### config.mk
export PLATFORM = sky130hd
export DESIGN_NAME = mtds_queue
export DESIGN_NICKNAME = d
export VERILOG_FILES = /design/src/hw/rtl/mtds_pkg.sv /design/src/hw/rtl/mtds_queue.sv
export SDC_FILE = /design/constraint.sdc
export NUM_CORES = 1
export LEC_CHECK = 0
export BUFFER_PORTS_ARGS = -buffer_cell sky130_fd_sc_hd__buf_2
export CAP_MARGIN = 15
export CELL_PAD_IN_SITES_DETAIL_PLACEMENT = 0
export CELL_PAD_IN_SITES_GLOBAL_PLACEMENT = 1
export CORE_MARGIN = 3
export CORE_UTILIZATION = 35
export DETAILED_ROUTE_END_ITERATION = 6
export MAX_ROUTING_LAYER = met4
export PLACE_DENSITY = 0.62
export RECOVER_POWER = 50
export SLEW_MARGIN = 20
export SYNTH_ARGS = -nofsm -noshare
export SYNTH_HDL_FRONTEND = slang
export SYNTH_SLANG_ARGS = --single-unit
### constraint.sdc
create_clock -name clk -period 3 [get_ports clk]
set_input_delay 0.6 -clock clk [delete_from_list [all_inputs] [get_ports clk]]
set_output_delay 0.6 -clock clk [all_outputs]
set_load 0.02 [all_outputs]
### src/hw/rtl/mtds_pkg.sv
`default_nettype none
package mtds_pkg;
  localparam int SampleW = 12;
  localparam int TempW   = 9;
  localparam int TdsW    = 18;
  localparam int MedW    = 12;
  localparam int VoltW   = 20;
  localparam logic [TdsW-1:0] TdsMax = 18'd200000;

  typedef struct packed {
    logic [MedW-1:0]  median;
    logic [TempW-1:0] temp;
  } mtds_job_t;

  typedef struct packed {
    logic [TdsW-1:0] tds;
    logic            sat;
  } mtds_res_t;
endpackage
`default_nettype wire

### src/hw/rtl/mtds_queue.sv
`default_nettype none
// Two-entry queue between the front end and the curve unit.
module mtds_queue (
  input  wire logic                clk,
  input  wire logic                rst_n,
  input  wire logic                push,
  output logic                     full,
  input  wire mtds_pkg::mtds_job_t wdata,
  input  wire logic                pop,
  output logic                     empty,
  output mtds_pkg::mtds_job_t      rdata
);
  import mtds_pkg::*;
  mtds_job_t ent_r [2];
  logic      rp_r, rp_nxt, wp_r, wp_nxt;
  logic [1:0] cnt_r, cnt_nxt;
  logic      do_push, do_pop;

  assign full    = (cnt_r == 2'd2);
  assign empty   = (cnt_r == 2'd0);
  assign rdata   = ent_r[rp_r];
  assign do_push = push && !full;
  assign do_pop  = pop && !empty;
  assign rp_nxt  = rp_r ^ do_pop;
  assign wp_nxt  = wp_r ^ do_push;
  assign cnt_nxt = cnt_r + {1'b0, do_push} - {1'b0, do_pop};

  // Pointers and fill count.
  always_ff @(posedge clk) begin
    if (!rst_n) begin
      rp_r <= 1'b0; wp_r <= 1'b0; cnt_r <= '0;
    end else begin
      rp_r <= rp_nxt; wp_r <= wp_nxt; cnt_r <= cnt_nxt;
    end
    if (do_push) ent_r[wp_r] <= wdata;
  end
endmodule
`default_nettype wire

## Yosys cells after proc, flatten, opt, wreduce, memory -nomap -nowiden

Memory sizes are Yosys's and may differ from the RTL's. A register that Yosys moved wholly into a read port is not among the register bits.
Cells that the tools add are included.

- Flip-flop bits (word level): 4
- Latch bits: 0
- RAM bits: 42
- Bits in read-only memories: 0
- Bits of input ports: 25
- Output and inout bits: 23
- Logic and storage cells: 17
- Memories kept: 1

- $add $sub $neg: 2
- Multipliers: 0
- Divide/modulo/power cells: 0
- Order comparisons: 0
- Equal/unequal tests: 1
- Shifts and indexed selects: 0
- Multiplexer cells: 3
- Bitwise gates (word level): 2
- Reductions and logical operators: 5

Memory list:

| name | depth | width | read ports | clocked after Yosys merged registers in | wr ports | line | RTL |
|---|---|---|---|---|---|---|---|
| ent_r | 2 | 21 | 1 | 1 | 1 | mtds_queue.sv:14 | `mtds_job_t ent_r [2];` |

Operators by type and width:

| operator | count |
|---|---|
| $mux W1 | 3 |
| $add A2 B1 Y2 | 1 |
| $eq A2 B2 Y1 const B | 1 |
| $logic_and A1 B1 Y1 | 2 |
| $logic_not A1 Y1 | 2 |
| $logic_not A2 Y1 | 1 |
| $sub A2 B1 Y2 | 1 |
| $xor A1 B1 Y1 | 2 |

## Logic depth before layout (Yosys ltp)

- Depth after elaboration: 5
- Mapped depth: 7
- Gate-level depth less buffers: 7

## Worst setup path before layout

Ideal clock, no wire load.

- Path kind: input -> register
- Start: in push
- End: mem ent_r[1][0] (netlist bit) (enable)
- Setup time: 0.379 ns
- Arrival time: 1.316 ns
- Required time: 2.621 ns
- Setup slack: 1.304 ns
- Stages on the path: 2
- Path buffers: 0
- Cells stage by stage: and2_1 > ha_1

- Word-level cells in the longest chain between the ends: 3

Ends and longest elaborated chain:

| element | line | RTL |
|---|---|---|
| start, declared | mtds_queue.sv:6 | `input wire logic push,` |
| $logic_and A1 B1 Y1 | mtds_queue.sv:22 | `assign do_push = push && !full;` |
| $mux W1 | mtds_queue.sv:35 | `if (do_push) ent_r[wp_r] <= wdata;` |
| $mux W1 (implied by the code) | mtds_queue.sv:35 |  |
| end, declared | mtds_queue.sv:14 |  |

No other way between the ends.

## Final worst setup path

- Start: reg cnt_r[0]
- End: mem ent_r[1][10] (netlist bit) (enable)

- Word-level cells in the longest chain between the ends: 5

Ends and longest elaborated chain:

| element | line | RTL |
|---|---|---|
| start, declared | mtds_queue.sv:16 | `logic [1:0] cnt_r, cnt_nxt;` |
| start signal, assigned | mtds_queue.sv:33 | `rp_r <= rp_nxt; wp_r <= wp_nxt; cnt_r <= cnt_nxt;` |
| $eq A2 B2 Y1 | mtds_queue.sv:19 | `assign full = (cnt_r == 2'd2);` |
| $logic_not A1 Y1 | mtds_queue.sv:22 |  |
| $logic_and A1 B1 Y1 | mtds_queue.sv:22 |  |
| $mux W1 | mtds_queue.sv:35 |  |
| $mux W1 (implied by the code) | mtds_queue.sv:35 |  |

No other way between the ends.

==> impl_metrics.py <==
metrics = {
    "detailed_routing": {
        "routed_wl_um": 2940,
        "via_per_inst": 4.37,
        "drt_pass1_iterations": 2,
        "via_count": 930,
        "wl_per_cell_um": 13.8,
        "drc": 0,
        "drt_iter0_markers": 31,
        "ant_nets": 0,
    },
    "synth": {
        "synth_compound_area_share_pct": 0.423,
        "syn_inst": 90,
        "synth_cell_types": 16,
        "synth_top_family_by_area": "multiplexers",
        "synthAdderAreaFrac_pct": 2.82,
        "yosys.area.top_type": "edfxtp_1",
        "ys_ff_latch": 47,
        "yosys.area_share.simple_pct": 2.96,
        "synth_area_sq_um": 1780,
        "async_reset_ff_share_pct": 0,
        "yosysWarnings": 0,
        "yosys-top-cells-area": "edfxtp_1 (71%), mux2_2 (13%), dfxtp_1 (5.6%)",
        "synth-edff-count": 42,
        "synthMuxAreaShare_pct": 14.4,
        "synth.top_cell.area_share_pct": 71.0,
        "synthTopCellsByCount": "edfxtp_1 (42), mux2_2 (21), dfxtp_1 (5)",
        "synth_xor_area_share_pct": 1.27,
        "ys.flop_type": "edfxtp_1",
        "syn_area_per_cell_sq_um": 19.7,
        "ys_seq_area_share_pct": 76.6,
        "synth.net_count": 119,
        "yosysMostFrequentCell": "edfxtp_1",
    },
    "die": {
        "dieHeight_um": 77.3,
        "ioPinCount": 48,
        "core-area_sq_um": 4820,
        "num_rows": 25,
        "die_x_um": 77.3,
        "die-area_sq_um": 5970,
        "start_util_pct": 36.9,
    },
    "global_route": {
        "grt_max_degree": 22,
        "antenna_found_initial": 0,
        "gr-usage-all-layers_pct": 10.5,
        "overflow": 0,
        "grt_pass1_wl_um": 4650,
        "grt_pass1_vias": 960,
    },
    "critical_path": {
        "path_buf_inv": 1,
        "cp-end-kind": "register",
        "crit_chain": "or2b_1 > and2_0 > ha_1 > clkbuf_1",
        "ff2ff_setup_slack_ns": 0.84,
        "crit_family": "buffers and inverters",
        "r2r_end": "ent_r[1][10]$_DFFE_PP_",
        "reg2regPathDepth": 4,
        "crit_fanout": 21,
        "reg2reg_from": "cnt_r[0]$_SDFF_PN0_",
        "crit_path_top_delay_cell": "clkbuf_1",
        "critical_path_arrival_ns": 2.07,
        "start_kind": "register",
        "crit_type": "reg2reg",
        "critPathLaunch": "cnt_r[0]$_SDFF_PN0_",
        "worstPathRequired_ns": 2.90,
        "slowest_delay_ns": 0.90,
    },
    "timing": {
        "max_freq_mhz": 462,
        "setup_ws_ns": 0.838,
        "grt_setup_unrepaired": "no",
        "finalHoldViolCount": 0,
        "relSlewSlack_pct": 18.1,
        "finalCriticalPeriod_ns": 2.16,
        "finClkSkew_ns": 0.00527,
        "setup_violations": 0,
        "slew_viol_final": 0,
        "period_share_pct": 72.1,
        "tns_ns": 0,
        "holdWs_ns": 0.490,
        "worstMarginPinSlew_ns": 1.23,
    },
    "hold_path": {
        "min_path_type": "reg2reg",
        "hold_path_depth": 2,
        "hold_start": "rp_r$_SDFF_PN0_",
        "holdPathEnd": "rp_r$_SDFF_PN0_",
    },
    "cells_and_area": {
        "finalNetCount": 174,
        "stdcell_count": 213,
        "multi_input_area_sq_um": 389,
        "syn_to_final_growth_pct": 21.8,
        "fillers": 465,
        "antenna-diode-count": 0,
        "drive_gt1_share_pct": 43.2,
        "fin_util_pct": 44.9,
        "seq_area_sq_um": 1360,
        "final_area_sq_um": 2160,
    },
    "clock_network": {
        "numClockSinks": 47,
        "clkTransAtPathRegs_ns": 0.08,
        "cts_root_buf": "clkbuf_8",
        "cts.htree.levels": 2,
        "clock_latency_ns": 0.29,
        "ctsHoldBuffers": 0,
        "cts_resized": 0,
        "cts_tree": "yes",
        "clk_path_buf_depth": 2,
        "cts_setup_buffers": 0,
        "cts_made_buffers": 5,
    },
    "power": {
        "ir_drop_mv": 0.409,
        "power.density_nw_per_um2": 804,
        "p_leak_nw": 0.798,
        "p_total_mw": 1.74,
    },
    "placement": {
        "place_inst": 205,
        "dpl-instance-area_sq_um": 2100,
        "place_congestion": 0.692,
        "io_buffers": 47,
        "hpwlAfterDp_um": 2050,
        "post-place-ws_ns": 1.25,
    },
    "status": {
        "outcome": "completed",
    },
    "flow_run": {
        "max_cap_viol_count": 0,
    },
}
[layout make-up]
type | count | area share, %
sequential | 47 | 62.9
clock inverter | 2 | 0.578
clock buffer | 6 | 3.35
tap | 67 | 3.88
inverter | 3 | 0.521
multi-input combinational | 38 | 18.0
timing repair buffer | 50 | 10.8
[worst max path at each step]
stage	end	cells after the start	slack, ns
2_1_floorplan	ent_r[1][0]$_DFFE_PP_	2	1.30
4_1_cts	rdata[7]	3	0.93
3_3_place_gp	rdata[7]	3	1.28
6_report	ent_r[1][10]$_DFFE_PP_	4	0.84
3_5_place_dp	cnt_r[1]$_SDFF_PN0_	7	1.25
5_1_grt	ent_r[0][7]$_DFFE_PP_	4	0.63
[cell usage in the layout (no fill, tap or decap), types with 2 or more instances in the layout]
cell type / instances
and2_0: 2
buf_2: 33
clkbuf_1: 17
clkbuf_8: 5
dfxtp_1: 5
edfxtp_1: 42
ha_1: 4
inv_1: 3
mux2_2: 21
mux2i_1: 2
nand2_1: 2
[report_power, final]
group	switching [mW]	leakage, nW	internal [mW]
logic	0.306	0.323	0.214
clock network	0.191	0.0412	0.163
registers	0.0296	0.434	0.835
total	0.527	0.798	1.21
[routing by layer]
metal,wire length [um],up-vias,GRT usage [%]
met5,0,-,-
met4,29,0,3.74
met3,190,5,4.46
met2,1470,26,16.4
met1,1240,451,12.1
li1,-,448,-
[cell families (layout without fill, tap and decap cells)]
logic type,Yosys count,after routing
and+or+nand+nor,9,9
buffers and inverters,5,61
xor gates and xnor gates,1,1
DFF,47,47
adders and majority gates,4,4
AOI/OAI and AO/OA,1,1
muxes,23,23
[sequential cells by signal, indices dropped and copies added (netlist names), named ones only]
signal  cells
ent_r      42
wp_r        1
rp_r        1
cnt_r       2
[worst reg2reg max path: stages (launching register included)]
cell      delay, ns
dfxtp_1        0.39
or2b_1         0.16
and2_0         0.18
ha_1           0.15
clkbuf_1       0.90
No activity file was read; power rests on OpenSTA's default activity.
