`src/hw/rtl/mtds_pkg.sv`:
```
`default_nettype none
package mtds_pkg;
  localparam int SampleW = 12;
  localparam int TempW   = 9;
  localparam int TdsW    = 18;
  localparam int MedW    = 12;
  localparam int VoltW   = 20;
  localparam logic [TdsW-1:0] TdsMax = 18'd200000;

  typedef struct packed {
    logic [MedW-1:0]  median;
    logic [TempW-1:0] temp;
  } mtds_job_t;

  typedef struct packed {
    logic [TdsW-1:0] tds;
    logic            sat;
  } mtds_res_t;
endpackage
`default_nettype wire

```
`src/hw/rtl/mtds_ram.sv`:
```
`default_nettype none
module mtds_ram #(
  parameter int Width = 12,
  parameter int Depth = 30
) (
  input  wire logic                     clk,
  input  wire logic                     we,
  input  wire logic [$clog2(Depth)-1:0] waddr,
  input  wire logic [Width-1:0]         wdata,
  input  wire logic [$clog2(Depth)-1:0] raddr,
  output logic      [Width-1:0]         rdata
);
  logic [Width-1:0] mem [Depth];

  // One write port and one registered read port.
  always_ff @(posedge clk) begin
    if (we) mem[waddr] <= wdata;
    rdata <= mem[raddr];
  end
endmodule
`default_nettype wire

```
`src/hw/rtl/mtds_front.sv`:
```
`default_nettype none
// Front end: stores the sample, then finds the median by rank counting.
// Each candidate entry is compared against every entry, one per cycle.
module mtds_front #(
  parameter int WindowSize = 30
) (
  input  wire logic                    clk,
  input  wire logic                    rst_n,
  input  wire logic                    in_valid,
  output logic                         in_ready,
  input  wire logic [11:0]             in_sample,
  input  wire logic [8:0]              temp,
  output logic                         job_valid,
  input  wire logic                    job_ready,
  output mtds_pkg::mtds_job_t          job
);
  import mtds_pkg::*;

  localparam int IdxW = $clog2(WindowSize);
  localparam int CntW = $clog2(WindowSize + 1);
  localparam logic [IdxW-1:0] LastIdx = IdxW'(WindowSize - 1);
  localparam logic [CntW-1:0] ScanEnd = CntW'(WindowSize);
  localparam logic [CntW-1:0] LoRank = CntW'((WindowSize - 1) / 2);
  localparam logic [CntW-1:0] HiRank = CntW'(WindowSize / 2);

  localparam logic [2:0] S_IDLE = 3'd0;
  localparam logic [2:0] S_CLR  = 3'd1;
  localparam logic [2:0] S_CAND = 3'd2;
  localparam logic [2:0] S_SCAN = 3'd3;
  localparam logic [2:0] S_DONE = 3'd4;
  localparam logic [2:0] S_OUT  = 3'd5;

  logic [2:0]        state_r, state_nxt;
  logic [IdxW-1:0]   wpos_r, wpos_nxt;
  logic [IdxW-1:0]   cand_r, cand_nxt;
  logic [CntW-1:0]   scan_r, scan_nxt;
  logic [CntW-1:0]   less_r, less_nxt, eq_r, eq_nxt;
  logic [SampleW-1:0] key_r, key_nxt, lo_r, lo_nxt, hi_r, hi_nxt;
  logic              rd_pend_r, rd_pend_nxt;
  logic              key_pend_r, key_pend_nxt;
  logic [CntW:0]     le_cnt;
  logic              we;
  logic [IdxW-1:0]   waddr, raddr;
  logic [SampleW-1:0] wdata, rdata;
  logic [SampleW:0]  med_sum;

  mtds_ram #(.Width(SampleW), .Depth(WindowSize)) u_ram (
    .clk(clk), .we(we), .waddr(waddr), .wdata(wdata), .raddr(raddr), .rdata(rdata)
  );

  assign in_ready  = (state_r == S_IDLE);
  assign job_valid = (state_r == S_OUT);
  assign med_sum   = {1'b0, lo_r} + {1'b0, hi_r};
  assign job.median = med_sum[SampleW:1];
  assign job.temp   = temp;
  assign le_cnt    = {1'b0, less_r} + {1'b0, eq_r};

  // Sequencer for the clearing pass and the rank search.
  always_comb begin
    state_nxt = state_r; wpos_nxt = wpos_r; cand_nxt = cand_r; scan_nxt = scan_r;
    less_nxt = less_r; eq_nxt = eq_r; key_nxt = key_r; lo_nxt = lo_r; hi_nxt = hi_r;
    rd_pend_nxt = 1'b0; key_pend_nxt = 1'b0;
    we = 1'b0; waddr = wpos_r; wdata = in_sample; raddr = scan_r[IdxW-1:0];
    case (state_r)
      S_CLR: begin
        we = 1'b1; waddr = cand_r; wdata = '0;
        if (cand_r == LastIdx) begin
          state_nxt = S_IDLE; cand_nxt = '0;
        end else cand_nxt = cand_r + 1'b1;
      end
      S_IDLE: begin
        if (in_valid) begin
          we = 1'b1;
          wpos_nxt = (wpos_r == LastIdx) ? '0 : wpos_r + 1'b1;
          cand_nxt = '0;
          state_nxt = S_CAND;
        end
      end
      S_CAND: begin
        // Fetch the candidate; scan starts next.
        raddr = cand_r; key_pend_nxt = 1'b1; scan_nxt = '0;
        less_nxt = '0; eq_nxt = '0; state_nxt = S_SCAN;
      end
      S_SCAN: begin
        // The key arrives first, then one window entry per cycle.
        if (key_pend_r) key_nxt = rdata;
        if (rd_pend_r) begin
          if (rdata < key_r) less_nxt = less_r + 1'b1;
          else if (rdata == key_r) eq_nxt = eq_r + 1'b1;
        end
        raddr = scan_r[IdxW-1:0];
        if (scan_r != ScanEnd) begin
          rd_pend_nxt = 1'b1;
          scan_nxt = scan_r + 1'b1;
        end else if (rd_pend_r) state_nxt = S_DONE;
      end
      S_DONE: begin
        // Candidate covers ranks less .. less+eq-1.
        if (less_r <= LoRank && {1'b0, LoRank} < le_cnt) lo_nxt = key_r;
        if (less_r <= HiRank && {1'b0, HiRank} < le_cnt) hi_nxt = key_r;
        if (cand_r == LastIdx) state_nxt = S_OUT;
        else begin
          cand_nxt = cand_r + 1'b1; state_nxt = S_CAND;
        end
      end
      S_OUT: if (job_ready) state_nxt = S_IDLE;
      default: state_nxt = S_IDLE;
    endcase
  end

  always_ff @(posedge clk) begin
    if (!rst_n) begin
      state_r <= S_CLR; wpos_r <= '0; cand_r <= '0; scan_r <= '0;
      rd_pend_r <= 1'b0; key_pend_r <= 1'b0;
    end else begin
      state_r <= state_nxt; wpos_r <= wpos_nxt; cand_r <= cand_nxt; scan_r <= scan_nxt;
      rd_pend_r <= rd_pend_nxt; key_pend_r <= key_pend_nxt;
    end
    less_r <= less_nxt; eq_r <= eq_nxt; key_r <= key_nxt; lo_r <= lo_nxt; hi_r <= hi_nxt;
  end
endmodule
`default_nettype wire

```
`config.mk`:
```
export PLATFORM = sky130hd
export DESIGN_NAME = mtds_front
export DESIGN_NICKNAME = d
export VERILOG_FILES = /design/src/hw/rtl/mtds_pkg.sv /design/src/hw/rtl/mtds_ram.sv /design/src/hw/rtl/mtds_front.sv
export SDC_FILE = /design/constraint.sdc
export NUM_CORES = 1
export LEC_CHECK = 0
export BUFFER_PORTS_ARGS = -buffer_cell sky130_fd_sc_hd__buf_4
export CAP_MARGIN = 10
export CORE_ASPECT_RATIO = 0.75
export CORE_MARGIN = 2
export CORE_UTILIZATION = 49
export CTS_BUF_LIST = sky130_fd_sc_hd__clkbuf_4 sky130_fd_sc_hd__clkbuf_8 sky130_fd_sc_hd__clkbuf_16
export CTS_CLUSTER_DIAMETER = 120
export DETAILED_ROUTE_END_ITERATION = 8
export PLACE_DENSITY = 0.65
export SLEW_MARGIN = 20
export SYNTH_ARGS = -nofsm -noshare
export SYNTH_HDL_FRONTEND = slang
export SYNTH_SLANG_ARGS = --single-unit
```
`constraint.sdc`:
```
create_clock -name clk -period 4.31 [get_ports clk]
set_input_delay 0.6465 -clock clk [delete_from_list [all_inputs] [get_ports clk]]
set_output_delay 0.6465 -clock clk [all_outputs]
set_load 0.1 [all_outputs]
```
* Yosys cells after proc, flatten, opt, wreduce, memory -nomap -nowiden
Memories as Yosys holds them, arrays and structs flattened. A register that Yosys moved wholly into a read port is not among the register bits.
Cells that the tools add are included.
W data, S select, Z words.
** Operators by class
- Order comparisons :: 5
- $add $sub $neg :: 7
- Multiplexer cells :: 30
- Equal/unequal tests :: 19
- Reduce and logical (&&, ||, !) cells :: 15
** Operators by type and width (count)
- $mux W5 :: 12
- $pmux W5 S2 :: 3
- $add A5 B1 Y5 const B :: 5
- $mux W3 :: 6
- $ne A2 B2 Y1 const B :: 9
- $pmux W3 S6 :: 1
- $pmux W5 S3 :: 1
- $add A12 B12 Y13 :: 1
- $eq A12 B12 Y1 :: 1
- $lt A12 B12 Y1 :: 1
- $lt A4 B6 Y1 const A :: 2
- $mux W12 :: 1
- $reduce_and A2 Y1 :: 6
- $eq A5 B5 Y1 const B :: 2
- $le A5 B4 Y1 const B :: 2
- $add A5 B5 Y6 :: 1
- $eq A3 B2 Y1 const B :: 2
- $eq A3 B3 Y1 const B :: 2
- $reduce_and A3 Y1 :: 2
- $mux W1 :: 5
- $ne A5 B5 Y1 const B :: 1
- $reduce_and A5 Y1 :: 1
- $reduce_and A4 Y1 :: 1
- $eq A3 B1 Y1 const B :: 1
- other kinds (6) :: 7
** Storage, ports and cells
- RAM bits :: 360
- Input port bits :: 25
- Register bits after elaboration :: 66
- Output and inout port bits :: 23
- Word-level logic and storage cells :: 88
- Memories :: 1
** Memories
- u_ram.mem :: depth 30, bits a word 12, read ports 1, clocked after Yosys merged registers in 1, write ports 1, line mtds_ram.sv:13 : logic [Width-1:0] mem [Depth];

* Logic depth before layout (Yosys ltp)
- Depth after elaboration :: 5
- Mapped depth :: 11
- Gate-level depth less buffers :: 8

* Cells and area by module
From an unflattened synthesis, not the netlist that was laid out.
** Second synthesis, totals
- Cells, all modules :: 1047
- Area total of the unflattened synthesis :: 18320.1 µm²
** Modules (own cells, without submodules)
- mtds_ram :: times used 1, area each 14403.8 µm², seq. area each 11050.6 µm², cells an instance 676
- mtds_front :: times used 1, area each 3916.3 µm², seq. area each 1781.7 µm², cells an instance 371

* Worst setup path before layout
Ideal clock, no wire load.
- Kind :: flip-flop to flip-flop
- From :: register state_r[2]
- To :: memory u_ram.mem[11][0], enable pin
- Cell stages (with the launch flop) :: 8
- Data arrival time :: 4.012 ns
- Setup time :: 0.380 ns
- Clock period less this slack :: 4.393 ns
- Buffers on the path :: 2
- Setup slack :: -0.083 ns
- Required time :: 3.930 ns
- Cells stage by stage :: dfxtp_1 buf_2 nor3_1 and2_1 clkbuf_1 and3_1 a31oi_1 nor2_1
** On the way
- Word-level cells in the longest chain between the ends :: 4
- Elaborated cells on any way between the ends :: 6
- Classes of those cells :: 1 x eq/ne; 4 x mux; 1 x reduce/logical
** Ends and longest elaborated chain
- start, declared :: line mtds_front.sv:33 : logic [2:0] state_r, state_nxt;
- start signal, assigned :: line mtds_front.sv:116 : state_r <= state_nxt; wpos_r <= wpos_nxt; cand_r <= cand_nxt; scan_r <= scan_nxt;
- $logic_not A3 Y1
- net in_ready :: line mtds_front.sv:10 : output logic in_ready,
- $pmux W1 S2 :: line mtds_front.sv:64 : case (state_r)
- $mux W1 :: line mtds_ram.sv:17 : if (we) mem[waddr] <= wdata;
- $mux W1 (implied by the code) :: line mtds_ram.sv:17
- end, declared :: line mtds_ram.sv:13
The timed path passes the listed nets, and every way through them passes these cells.

==> impl_summary.txt <==
----------------------------------------------------
[Flow run]
  Max Cap Violations ... 0

[Critical path]
  Stages on worst setup path ... 8
  Critical path peak fanout ... 4
  Number of buffers and inverters on the critical path ... 1
  Slowest cell on the critical path ... edfxtp_1
  Data required time of the critical path ... 3.66 ns
  Delay of the slowest cell on the worst path ... 0.43 ns
  Sort of element at the start of the critical path ... flip-flop
  Source of the worst register-to-register timing path ... state_r[1]$_SDFFE_PN0P_
  Type of destination of the critical path ... primary output
  Crit. Startpoint ... lo_r[1]$_DFFE_PP_
  Critical path data arrival time ... 3.04 ns
  Number of cells on the worst reg-to-reg path ... 6
  CP top delay family ... compound AO/OA/AOI/OAI gates
  Cell Chain, Critical Path ... ha_1 -> a31o_2 -> a21oi_1 -> o211ai_1 -> a31o_2 -> a21oi_1 -> xnor2_1 -> buf_4
  Type of the setup path with the least slack ... reg2out

[CTS]
  Clk sinks ... 438
  H-tree depth ... 2
  Number of buffers inserted for hold repair after clock tree synthesis ... 0
  Total clock buffers created by CTS ... 43
  Clock latency on the worst-skew pair ... about 0.56 ns
  CTS tree ... built
  Deepest clock path buffer count ... 3
  # Post-CTS Setup Buffers ... 0
  Library cell used as clock root buffer ... clkbuf_16
  Clock transition at path regs ... around 0.060 ns
  Count of cells resized by post-cts repair ... 0

[Synthesis]
  Synth Cell Area ... around 0.018 mm^2
  Mean cell area of the mapped netlist ... approximately 14 um^2
  Flops & latches, synth ... 438
  Share of the yosys chip area belonging to registers ... a little over two thirds
  Netlist cell types ... 53
  Cells after Synth ... roughly 1.3k
  Synthesis warning total ... 0
  Most instantiated flip-flop cell in the synthesis netlist ... edfxtp_1
  Total nets after synthesis ... ~1.3k
  Number of flops mapped to enable cells by yosys ... 406
  Post-synth ARST share ... 0%

[Global route]
  Total congestion overflow ... 0
  First-pass GRT wire length ... 66500 um
  Tot GR Track Use ... 23.2%
  Pin count of the biggest net entering global routing ... 37
  Vias in the first global route ... 10.4k
  Initial antenna violation count ... 0

[STA]
  RSZ-0062 raised after global routing ... no
  Minimum clock period after layout ... 3.69 ns
  Total Negative Setup Slacks ... 0 ns
  Pin slew with the least headroom to its limit ... 1.11 ns
  Timing-limited maximum frequency ... 0.271 GHz
  Period utilization ... a little under nine tenths
  Worst-case headroom to the max-slew limit ... 25.3%
  Final hold vios ... 0
  Max Clock Skew ... 0.0232 ns
  Final Slew Violations ... 0
  Total setup violations reported at the end of the flow ... 0

[Route]
  Total via count in the routed design ... about 11k
  Detailed-route wire length ... 44000 um
  Detailed Route Iter0 Violations ... 1179
  Wire length per cell ... 23.4 um
  DR DRC count ... 0
  DR vias/cell ... 5.74
  First-pass detailed-route iteration total ... 5
  Antenna viol nets, final ... 0

[Worst hold path]
  Origin of the worst min-delay path ... rst_n
  Hold path depth ... 2
  Hold crit path type ... in2reg

[Placed design]
  Weighted congestion reported at the end of routability-driven placement ... slightly above 0.8
  Placed Instance Area ... 0.0193 mm^2
  Detailed placer's ending HPWL ... 28300 um
  Port bufs ... 29

[Power]
  Pwr Total ... 8640 uW
  Worst-case vdd ir drop ... 0.312 mV
  Part of the power in combinational logic ... under 10%
  Total leakage power ... approximately 0.0078 uW
  Net switching fraction of the power ... 19.9%
  Net switching component of the power ... 1720 uW
  Power density over the cells ... 415 mW/mm^2
  Register share of total power ... 54.1%
  Pint ... 6920 uW
  Share of power burned in the clock network ... 43.9%

[Status]
  Result of the run ... complete, no violations

[Floorplan]
  Standard-cell row count ... 61
  Number of top-level pins ... 48
  Die Footprint ... 0.0389 mm^2
  Die X-Extent ... 227 um
  Area of the placeable core ... 0.0369 mm^2
  Chip Height ... 171 um
  Starting density of the core ... 49.5%

[Final layout]
  # diodes ... 0
  Area added between synthesis and finish ... 13.8%
  Final core area utilization ... 56.4%
  Layout Nets ... 1403
  Top library cells by usage in the layout, fill and taps aside ... 406 x edfxtp_1, 180 x nand2_1, 94 x mux2i_1, 94 x buf_4, 75 x nor2_1
  Share of post-route cells with drive strength above 1 ... 15.2%
  Area of all placed cells without fillers ... 0.0208 mm^2
  Most common cell after layout, fill and taps aside ... edfxtp_1

----------------------------------------------------
layout make-up:
| class | count | area [um^2] |
|---|---|---|
| sequential | 438 | 12800 |
| fill | 2953 | 16100 |
| clock buffer | 59 | 1240 |
| timing repair buffer | 98 | 781 |
| inverter | 24 | 90.1 |
| clock inverter | 20 | 208 |
| tap | 504 | 631 |
| multi-input combinational | 733 | 5030 |
layer usage:
layer	vias up	track usage [%]	wire length, um
met2	395	32.5	18600
met5	-	0	0
met1	5407	37.7	21100
met4	0	5.20	715
li1	4920	-	-
met3	51	3.93	3480
worst register-to-register path: cells and delay by family (launching register included):
kind                   cells  cell delay, ns
muxes                      2            1.34
AOI/OAI and AO/OA          1            0.27
buffers and inverters      1            0.47
and+or+nand+nor            2            0.70
DFF                        1            0.64
power groups by stage:
stage	registers [uW]	clock network, uW	logic, uW
after floorplan	4750	0	135
after global placement	4770	0	165
after detailed placement	4770	0	168
after CTS	4680	3850	169
after global routing	4680	4030	184
final	4680	3800	168
sequential cells by signal (all words and copies together), names as in the netlist:
signal / flops
state_r: 3
u_ram.rdata: 12
hi_r: 12
wpos_r: 5
lo_r: 12
rd_pend_r: 1
cand_r: 5
scan_r: 5
less_r: 5
key_r: 12
eq_r: 5
key_pend_r: 1
u_ram.mem: 360
synthesized netlist by cell type (3+ instances only):
library cell	instances	area [um^2]
nor3b_1	10	75.1
ha_1	38	475
nor2b_1	5	31.3
a32oi_1	30	263
inv_1	24	90.1
nand2b_1	6	37.5
nor2_1	76	285
or3_1	5	31.3
a211oi_1	15	113
a21oi_1	43	215
xor2_1	15	131
nand2_1	180	676
nor3_1	10	50.1
nand3b_1	14	105
a31oi_1	3	18.8
nand4_1	24	150
xnor2_1	11	96.3
buf_1	3	11.3
and2_1	21	131
mux2i_1	96	961
o21ai_0	26	130
mux2_2	3	33.8
dfxtp_1	32	641
edfxtp_1	406	12200
a22oi_1	10	75.1
nor4_1	9	56.3
nand3_1	24	120
buf_6	7	78.8
buf_2	15	75.1
o21a_1	3	22.5
clkbuf_1	29	109
o22ai_1	7	43.8
a21o_1	7	52.6
mux4_2	15	338
and3_1	3	18.8
buf_4	14	105
worst paths after layout:
kind	slack, ns	end
worst min-delay path	0.38	scan_r[0]$_SDFFE_PN0P_
worst min register to register	0.47	key_r[0]$_DFFE_PP_
worst max-delay path	0.62	job[19]
worst max register to register	0.77	u_ram.rdata[6]$_DFF_P_
per-stage QoR:
step           hold slack (ns)  std cells  worst slack, ns
4_1_cts                  0.366       1875            0.565
3_3_place_gp             0.451       1796            0.873
6_report                 0.384       1876            0.621
2_1_floorplan            0.408       1264           0.0983
5_1_grt                  0.375       1876            0.408
3_5_place_dp             0.449       1796            0.776
cells by family after synthesis:
| family | share of synthesized area, % |
|---|---|
| and+or+nand+nor | 10.1 |
| adders and majority gates | 2.82 |
| xor gates and xnor gates | 1.24 |
| muxes | 7.36 |
| DFF | 70.1 |
| buffers and inverters | 2.61 |
| AOI/OAI and AO/OA | 5.75 |
(Power assumes the default switching activity.)
